`config.mk`:
```
export PLATFORM = sky130hd
export DESIGN_NAME = id_stack_with_search_minmax_top
export DESIGN_NICKNAME = d
export VERILOG_FILES = /design/src/hdl/idst_pkg.sv /design/src/hdl/idst_front.sv /design/src/hdl/idst_back.sv /design/src/hdl/id_stack_with_search_minmax_top.sv
export SDC_FILE = /design/constraint.sdc
export NUM_CORES = 2
export LEC_CHECK = 0
export BUFFER_PORTS_ARGS = -buffer_cell sky130_fd_sc_hd__buf_2
export CAP_MARGIN = 10
export CORE_AREA = 2 2 447 449
export DETAILED_ROUTE_END_ITERATION = 7
export DIE_AREA = 0 0 449 451
export GPL_TIMING_DRIVEN = 0
export PLACE_DENSITY = 0.67
export SLEW_MARGIN = 20
export SYNTH_ARGS = -nofsm -noshare
export SYNTH_HDL_FRONTEND = slang
export SYNTH_HIERARCHICAL = 1
export SYNTH_SLANG_ARGS = --single-unit
```
`constraint.sdc`:
```
create_clock -name clk_i -period 5.35 [get_ports clk_i]
set_input_delay 0.8025 -clock clk_i [delete_from_list [all_inputs] [get_ports clk_i]]
set_output_delay 0.8025 -clock clk_i [all_outputs]
set_load 0.05 [all_outputs]
```
`src/hdl/idst_pkg.sv`:
```
`timescale 1ns / 1ps
// ----------------------------------------------------------------------------
// idst_pkg
// Types and codes shared by the ID stack front end, back end and top level.
// ----------------------------------------------------------------------------
package idst_pkg;

  localparam logic [1:0] FUNC_PUSH   = 2'd0;
  localparam logic [1:0] FUNC_SEARCH = 2'd1;
  localparam logic [1:0] FUNC_POP    = 2'd2;

  localparam logic [1:0] STATUS_OK    = 2'd0;
  localparam logic [1:0] STATUS_FULL  = 2'd1;
  localparam logic [1:0] STATUS_EMPTY = 2'd2;

  localparam logic signed [31:0] RESET_LOW  = -32'sd100;
  localparam logic signed [31:0] RESET_HIGH = 32'sd100;

  typedef enum logic [1:0] {
    OP_PUSH,
    OP_SEARCH,
    OP_POP,
    OP_NOP
  } op_e;

  typedef struct packed {
    logic [1:0]         func;
    logic signed [31:0] sample_id;
  } in_beat_t;

  typedef struct packed {
    logic [1:0]         status;
    logic               found;
    logic [5:0]         location;
    logic signed [31:0] popped_id;
    logic [6:0]         count;
    logic signed [31:0] min_id;
    logic signed [31:0] max_id;
  } out_beat_t;

  typedef struct packed {
    op_e                op;
    logic signed [31:0] id;
  } item_t;

endpackage

```
`src/hdl/idst_front.sv`:
```
`timescale 1ns / 1ps
// ----------------------------------------------------------------------------
// idst_front
// Accepts input beats, decodes the function code and buffers the decoded
// items in a two-entry queue towards the back end.
// ----------------------------------------------------------------------------
module idst_front (
  input  logic               clk_i,
  input  logic               rst_ni,
  input  logic               in_valid_i,
  output logic               in_ready_o,
  input  idst_pkg::in_beat_t in_data_i,
  output logic               item_valid_o,
  input  logic               item_pop_i,
  output idst_pkg::item_t    item_o
);

  idst_pkg::item_t q_mem [2];
  logic            wr_ptr_q, wr_ptr_d;
  logic            rd_ptr_q, rd_ptr_d;
  logic [1:0]      fill_q, fill_d;
  logic            push;
  idst_pkg::item_t dec;

  always_comb begin
    dec.id = in_data_i.sample_id;
    case (in_data_i.func)
      idst_pkg::FUNC_PUSH:   dec.op = idst_pkg::OP_PUSH;
      idst_pkg::FUNC_SEARCH: dec.op = idst_pkg::OP_SEARCH;
      idst_pkg::FUNC_POP:    dec.op = idst_pkg::OP_POP;
      default:               dec.op = idst_pkg::OP_NOP;
    endcase
  end

  assign in_ready_o   = (fill_q != 2'd2);
  assign push         = in_valid_i && in_ready_o;
  assign item_valid_o = (fill_q != 2'd0);
  assign item_o       = q_mem[rd_ptr_q];

  always_comb begin
    wr_ptr_d = push ? ~wr_ptr_q : wr_ptr_q;
    rd_ptr_d = item_pop_i ? ~rd_ptr_q : rd_ptr_q;
    fill_d   = fill_q;
    if (push && !item_pop_i) begin
      fill_d = fill_q + 2'd1;
    end else if (!push && item_pop_i) begin
      fill_d = fill_q - 2'd1;
    end
  end

  always_ff @(posedge clk_i) begin
    if (push) begin
      q_mem[wr_ptr_q] <= dec;
    end
  end

  always_ff @(posedge clk_i or negedge rst_ni) begin
    if (!rst_ni) begin
      wr_ptr_q <= 1'b0;
      rd_ptr_q <= 1'b0;
      fill_q   <= 2'd0;
    end else begin
      wr_ptr_q <= wr_ptr_d;
      rd_ptr_q <= rd_ptr_d;
      fill_q   <= fill_d;
    end
  end

endmodule

```
`src/hdl/idst_back.sv`:
```
`timescale 1ns / 1ps
// ----------------------------------------------------------------------------
// idst_back
// Executes push, pop and search on the ID store, tracks count, min and max,
// and holds each result in an output register.
// ----------------------------------------------------------------------------
module idst_back #(
  parameter int STORE_DEPTH = 64
) (
  input  logic                clk_i,
  input  logic                rst_ni,
  input  logic                item_valid_i,
  output logic                item_pop_o,
  input  idst_pkg::item_t     item_i,
  output logic                out_valid_o,
  input  logic                out_ready_i,
  output idst_pkg::out_beat_t out_data_o
);

  localparam int CW = $clog2(STORE_DEPTH + 1);
  localparam int IW = $clog2(STORE_DEPTH);

  typedef enum logic [2:0] {
    S_IDLE = 3'b001,
    S_POP  = 3'b010,
    S_SRCH = 3'b100
  } state_e;

  state_e              state_q, state_d;
  logic [CW-1:0]       count_q, count_d;
  logic signed [31:0]  min_q, min_d;
  logic signed [31:0]  max_q, max_d;
  logic signed [31:0]  id_q, id_d;
  logic [IW-1:0]       addr_q, addr_d;
  logic [IW-1:0]       dist_q, dist_d;
  logic                out_valid_q, out_valid_d;
  idst_pkg::out_beat_t out_q;
  idst_pkg::out_beat_t resp;
  logic                load;
  logic                take;
  logic                wr_en;
  logic [IW-1:0]       wr_addr;
  logic [IW-1:0]       rd_addr;
  logic [31:0]         mem [STORE_DEPTH];
  logic [31:0]         rdata_q;

  assign take       = (state_q == S_IDLE) && item_valid_i && (!out_valid_q || out_ready_i);
  assign item_pop_o = take;

  always_comb begin
    state_d        = state_q;
    count_d        = count_q;
    min_d          = min_q;
    max_d          = max_q;
    id_d           = id_q;
    addr_d         = addr_q;
    dist_d         = dist_q;
    load           = 1'b0;
    wr_en          = 1'b0;
    wr_addr        = IW'(count_q);
    rd_addr        = IW'(count_q - CW'(1));
    resp           = '0;
    resp.status    = idst_pkg::STATUS_OK;
    case (state_q)
      S_IDLE: begin
        if (take) begin
          case (item_i.op)
            idst_pkg::OP_PUSH: begin
              load = 1'b1;
              if (count_q == CW'(STORE_DEPTH)) begin
                resp.status = idst_pkg::STATUS_FULL;
              end else begin
                wr_en   = 1'b1;
                count_d = count_q + CW'(1);
                if (count_q == '0 || item_i.id < min_q) min_d = item_i.id;
                if (count_q == '0 || item_i.id > max_q) max_d = item_i.id;
              end
            end
            idst_pkg::OP_SEARCH: begin
              if (count_q == '0) begin
                load = 1'b1;
              end else begin
                id_d    = item_i.id;
                addr_d  = IW'(count_q - CW'(1));
                dist_d  = '0;
                state_d = S_SRCH;
              end
            end
            idst_pkg::OP_POP: begin
              if (count_q == '0) begin
                load        = 1'b1;
                resp.status = idst_pkg::STATUS_EMPTY;
              end else begin
                count_d = count_q - CW'(1);
                state_d = S_POP;
              end
            end
            default: begin
              load = 1'b1;
            end
          endcase
        end
      end
      S_POP: begin
        load           = 1'b1;
        resp.popped_id = rdata_q;
        state_d        = S_IDLE;
      end
      S_SRCH: begin
        rd_addr = addr_q - IW'(1);
        if (rdata_q == id_q) begin
          load          = 1'b1;
          resp.found    = 1'b1;
          resp.location = 6'(dist_q);
          state_d       = S_IDLE;
        end else if (addr_q == '0) begin
          load    = 1'b1;
          state_d = S_IDLE;
        end else begin
          addr_d = addr_q - IW'(1);
          dist_d = dist_q + IW'(1);
        end
      end
      default: begin
        state_d = S_IDLE;
      end
    endcase
    resp.count  = 7'(count_d);
    resp.min_id = min_d;
    resp.max_id = max_d;
  end

  always_comb begin
    out_valid_d = out_valid_q;
    if (load) begin
      out_valid_d = 1'b1;
    end else if (out_ready_i) begin
      out_valid_d = 1'b0;
    end
  end

  always_ff @(posedge clk_i) begin
    if (wr_en) begin
      mem[wr_addr] <= item_i.id;
    end
    rdata_q <= mem[rd_addr];
  end

  always_ff @(posedge clk_i) begin
    id_q   <= id_d;
    addr_q <= addr_d;
    dist_q <= dist_d;
    if (load) begin
      out_q <= resp;
    end
  end

  always_ff @(posedge clk_i or negedge rst_ni) begin
    if (!rst_ni) begin
      state_q     <= S_IDLE;
      count_q     <= '0;
      min_q       <= idst_pkg::RESET_LOW;
      max_q       <= idst_pkg::RESET_HIGH;
      out_valid_q <= 1'b0;
    end else begin
      state_q     <= state_d;
      count_q     <= count_d;
      min_q       <= min_d;
      max_q       <= max_d;
      out_valid_q <= out_valid_d;
    end
  end

  assign out_valid_o = out_valid_q;
  assign out_data_o  = out_q;

endmodule

```
`src/hdl/id_stack_with_search_minmax_top.sv`:
```
`timescale 1ns / 1ps
// ----------------------------------------------------------------------------
// id_stack_with_search_minmax_top
// LIFO store of signed IDs with linear search and running min/max.
// ----------------------------------------------------------------------------
// Push, no-op and refused ops answer without a store read; pop reads the top
// entry first. Search scans from the top down and reports the distance of a match;
// the store is scanned one entry per cycle through its single read port.
// Throughput: one beat per cycle into a two-entry queue while it is not full; execution is serial.
// Reset: asynchronous; count 0, min -100, max 100. Store contents are not
// cleared and the block is ready straight after reset.
// ----------------------------------------------------------------------------
module id_stack_with_search_minmax_top #(
  parameter int STORE_DEPTH = 64
) (
  input  logic                clk_i,
  input  logic                rst_ni,
  input  logic                in_valid_i,
  output logic                in_ready_o,
  input  idst_pkg::in_beat_t  in_data_i,
  output logic                out_valid_o,
  input  logic                out_ready_i,
  output idst_pkg::out_beat_t out_data_o
);

  logic            item_valid;
  logic            item_pop;
  idst_pkg::item_t item;

  idst_front u_front (
    .clk_i        (clk_i),
    .rst_ni       (rst_ni),
    .in_valid_i   (in_valid_i),
    .in_ready_o   (in_ready_o),
    .in_data_i    (in_data_i),
    .item_valid_o (item_valid),
    .item_pop_i   (item_pop),
    .item_o       (item)
  );

  idst_back #(
    .STORE_DEPTH (STORE_DEPTH)
  ) u_back (
    .clk_i        (clk_i),
    .rst_ni       (rst_ni),
    .item_valid_i (item_valid),
    .item_pop_o   (item_pop),
    .item_i       (item),
    .out_valid_o  (out_valid_o),
    .out_ready_i  (out_ready_i),
    .out_data_o   (out_data_o)
  );

endmodule
```
==> run summary <==
outcome - completed
dpl cell area - 0.101 mm²
gr usage total - 28.5%
CTS H-tree lvls - 4
Vias - 62400
DRT iter0 DRCs - 9205
post-place setup slack - 0.344 ns
First-pass DRT Iterations - 6
CP Data Required Time - 6.12 ns
Final Cell Area - 0.109 mm²
GRT Residual Overflow - 0
top_reg_cell synth - edfxtp_1
Starting Density - 47.7%
synth top area cells - edfxtp_1 (72%), nand2_1 (7.7%), nand3_1 (7.6%)
Max IR drop VDD - 0.00104 V
WL/cell - 28.3 µm
final worst path period share - 97.6%
Sequential cell area - 0.0709 mm²
EDFF count, synth - 2272
worst min-delay path class - in2reg
largest area contributor in the netlist - edfxtp_1
r2r setup slk - 0.13 ns
Leak Pwr - 38.0 nW
CP Launch Type - flop
fin util - 55.0%
chip height - 451 µm
Via density - 5.99
Worst slew margin - 12.2%
fin cells - 10400
Final Max Slew Viols - 0
Synth async-reset ratio - 3.32%
die width - 449 µm
Min Hold Slack - 0.125 ns
Port Buffers - 149
CTS Buf Count - 227
FF+latch count, synth - 2383
worst reg2reg startpoint - u_back/count_q[0]
DRC Markers - 0
largest net degree at the start of global routing - 70
R2R Path End - u_back/rdata_q[15]
Fin Clk Skew - 0.0624 ns
Post-Route WL - 294 mm
Highest Clock Rate - 192 MHz
Hold Path Sink - u_front/q_mem[0][23]
vias in the first global route - 59500
final hold vios - 0
crit-path max cell delay - 0.70 ns
crit path max-delay cell type - or4_1
total I/O pin count - 152
Hold Startpoint - in_data_i[23]
placer congestion estimate - 0.967
worst hold stages - 1
CTS sink cnt - 2383
critical path type - reg2reg
leading cell type in the layout, fill and taps excluded - edfxtp_1
share of the synthesized area in the top cell type - 72.2%
maximum fanout along the worst path - 10
DP Wirelength - 194 mm
Yosys warnings - 6
Layout area overhead - 15.3%
Multi-input gate area - 0.0219 mm²
global-route wire length before repair - 417 mm
TritonCTS clock tree - built
Cell Chain, Critical Path - clkinv_1 > ha_1 > nand2_1 > nand2_1 > buf_2 > buf_2 > clkbuf_1 > nand3_1 > nand3_1 > a41oi_1 > or4_1
Final #Nets - 7646
Synth Area per Inst - 13.4 µm²
Seq/Total Area, Yosys - 75.0%
Yosys cell types - 64
placed instance count - 9961
share of layout cells above drive strength 1 - 13.3%
Worst Path Arrival - 5.98 ns
Post-Synthesis Cell Area - 0.0945 mm²
buffer count from post-CTS setup fixing - 0
Slew @ Worst Pin - 1.30 ns
R2R depth - 11
Worst Setup End Kind - flop
maximum clock path buffer count - 3
TNS Setup - 0 ns
clk slew on worst S/H paths - 0.06 ns
Pwr Total - 74.4 mW
initial antenna violation count - 37
pwr/cell area - 683 mW/mm²
min cycle time layout - 5.22 ns
Finish-stage setup viols - 0
Clock Latency Late Sink - 0.89 ns
final worst setup slack - 0.131 ns
clock root buffer master - clkbuf_16
syn nets - 7178
Antenna Nets Post-Route - 0
fillers - 15900
post-CTS resize count - 0
core footprint - 0.198 mm²
Die ar. - 0.202 mm²
post-synthesis cell count - 7067
RSZ-0062 raised after global routing - no
Max-cap violations - 0
highest-count cells in the layout ignoring fill and taps - edfxtp_1 (2272), nand2_1 (1945), nand3_1 (1423)
row cnt - 164
[how the worst max path moves through the flow]
stage / start / end / slack, ns / cells after the start
3_5_place_dp: u_front/rd_ptr_q / u_back/mem[55][15] / 0.34 / 11
5_1_grt: u_front/rd_ptr_q / u_back/mem[55][25] / 0.16 / 11
2_1_floorplan: u_front/rd_ptr_q / u_back/mem[17][0] / 0.11 / 8
4_1_cts: u_front/rd_ptr_q / u_back/mem[55][25] / 0.32 / 11
3_3_place_gp: out_ready_i / u_back/mem[25][15] / -3.76 / 6
6_report: u_back/count_q[0] / u_back/rdata_q[15] / 0.13 / 11
[kinds of logic (layout without fill, tap and decap cells)]
family          Yosys count  in the layout  synth area share, %
other cells               0             21                    0
mux                     198            198                 2.35
compound gates          250            250                 2.01
simple gates           3609           3609                 16.7
flops                  2383           2383                 75.0
xor+xnor                 49             49                0.454
buf+inv                 505           1174                 2.54
fa+ha+maj                73             73                0.966
[metal layers]
| layer | vias up | wire [µm] | GRT usage [%] |
|---|---|---|---|
| met5 | - | 112 | 0 |
| met4 | 14 | 22400 | 19.0 |
| met3 | 769 | 32100 | 6.04 |
| met2 | 3780 | 133000 | 43.8 |
| met1 | 31100 | 107000 | 36.8 |
| li1 | 26700 | - | - |
[synthesized netlist by cell type, types with 7 or more instances]
| cell | n |
|---|---|
| mux2_4 | 29 |
| nor2_1 | 87 |
| dfrtp_1 | 47 |
| buf_6 | 25 |
| or4_1 | 33 |
| nor2b_1 | 8 |
| nand3_1 | 1426 |
| nand2b_1 | 9 |
| a21oi_1 | 26 |
| xor2_1 | 41 |
| o21ai_0 | 17 |
| a41oi_1 | 96 |
| mux2_2 | 61 |
| mux2i_1 | 97 |
| dfxtp_1 | 32 |
| and2_1 | 41 |
| a32oi_1 | 34 |
| dfstp_2 | 32 |
| nor3_1 | 8 |
| buf_4 | 8 |
| nand4_1 | 20 |
| or3_1 | 7 |
| a21o_1 | 19 |
| edfxtp_1 | 2272 |
| mux2_1 | 10 |
| inv_1 | 78 |
| a31oi_1 | 35 |
| xnor2_1 | 8 |
| ha_1 | 73 |
| nor4_1 | 12 |
| clkbuf_1 | 161 |
| buf_1 | 37 |
| buf_2 | 189 |
| nand2_1 | 1945 |
[layout make-up]
class	instances	share of cell area, %
multi-input cells	4179	20.1
well taps	2656	3.05
flip-flops and latches	2383	65.0
inverters	81	0.279
repair buffers	239	2.49
plain buffers	424	1.94
clock buffers	285	5.53
clock inverters	145	1.48
diodes	21	0.0482
[where the power goes]
| group | switching [mW] | total [mW] | internal (mW) |
|---|---|---|---|
| logic | 25.5 | 33.2 | 7.66 |
| registers | 0.516 | 24.8 | 24.3 |
| clock network | 7.16 | 16.4 | 9.25 |
| total | 33.2 | 74.4 | 41.2 |
[worst max-delay path, delay by kind of cell, from the launching register on]
family / cells / cell delay (ns)
AOI/OAI and AO/OA: 1 / 0.59
adders and majority gates: 1 / 0.45
buffers and inverters: 4 / 2.07
DFF: 1 / 0.54
and+or+nand+nor: 5 / 1.46
[state kept, by name, indices dropped and copies added (netlist names)]
register and cells:
u_back/mem 2048, u_back/out_data_o 112, u_front/q_mem 68, u_back/id_q 32
u_back/max_q 32, u_back/min_q 32, u_back/rdata_q 32, u_back/count_q 7
u_back/addr_q 6, u_back/dist_q 6, u_back/state_q 3, u_front/fill_q 2
u_back/out_valid_o 1, u_front/rd_ptr_q 1, u_front/wr_ptr_q 1
[what timing repair did]
item / in CTS / in global routing
setup endpoints to repair: 0 / 0
hold endpoints to repair: 21 / 0
hold buffers: 1 / 0
Power figures use the tool's default switching activity.
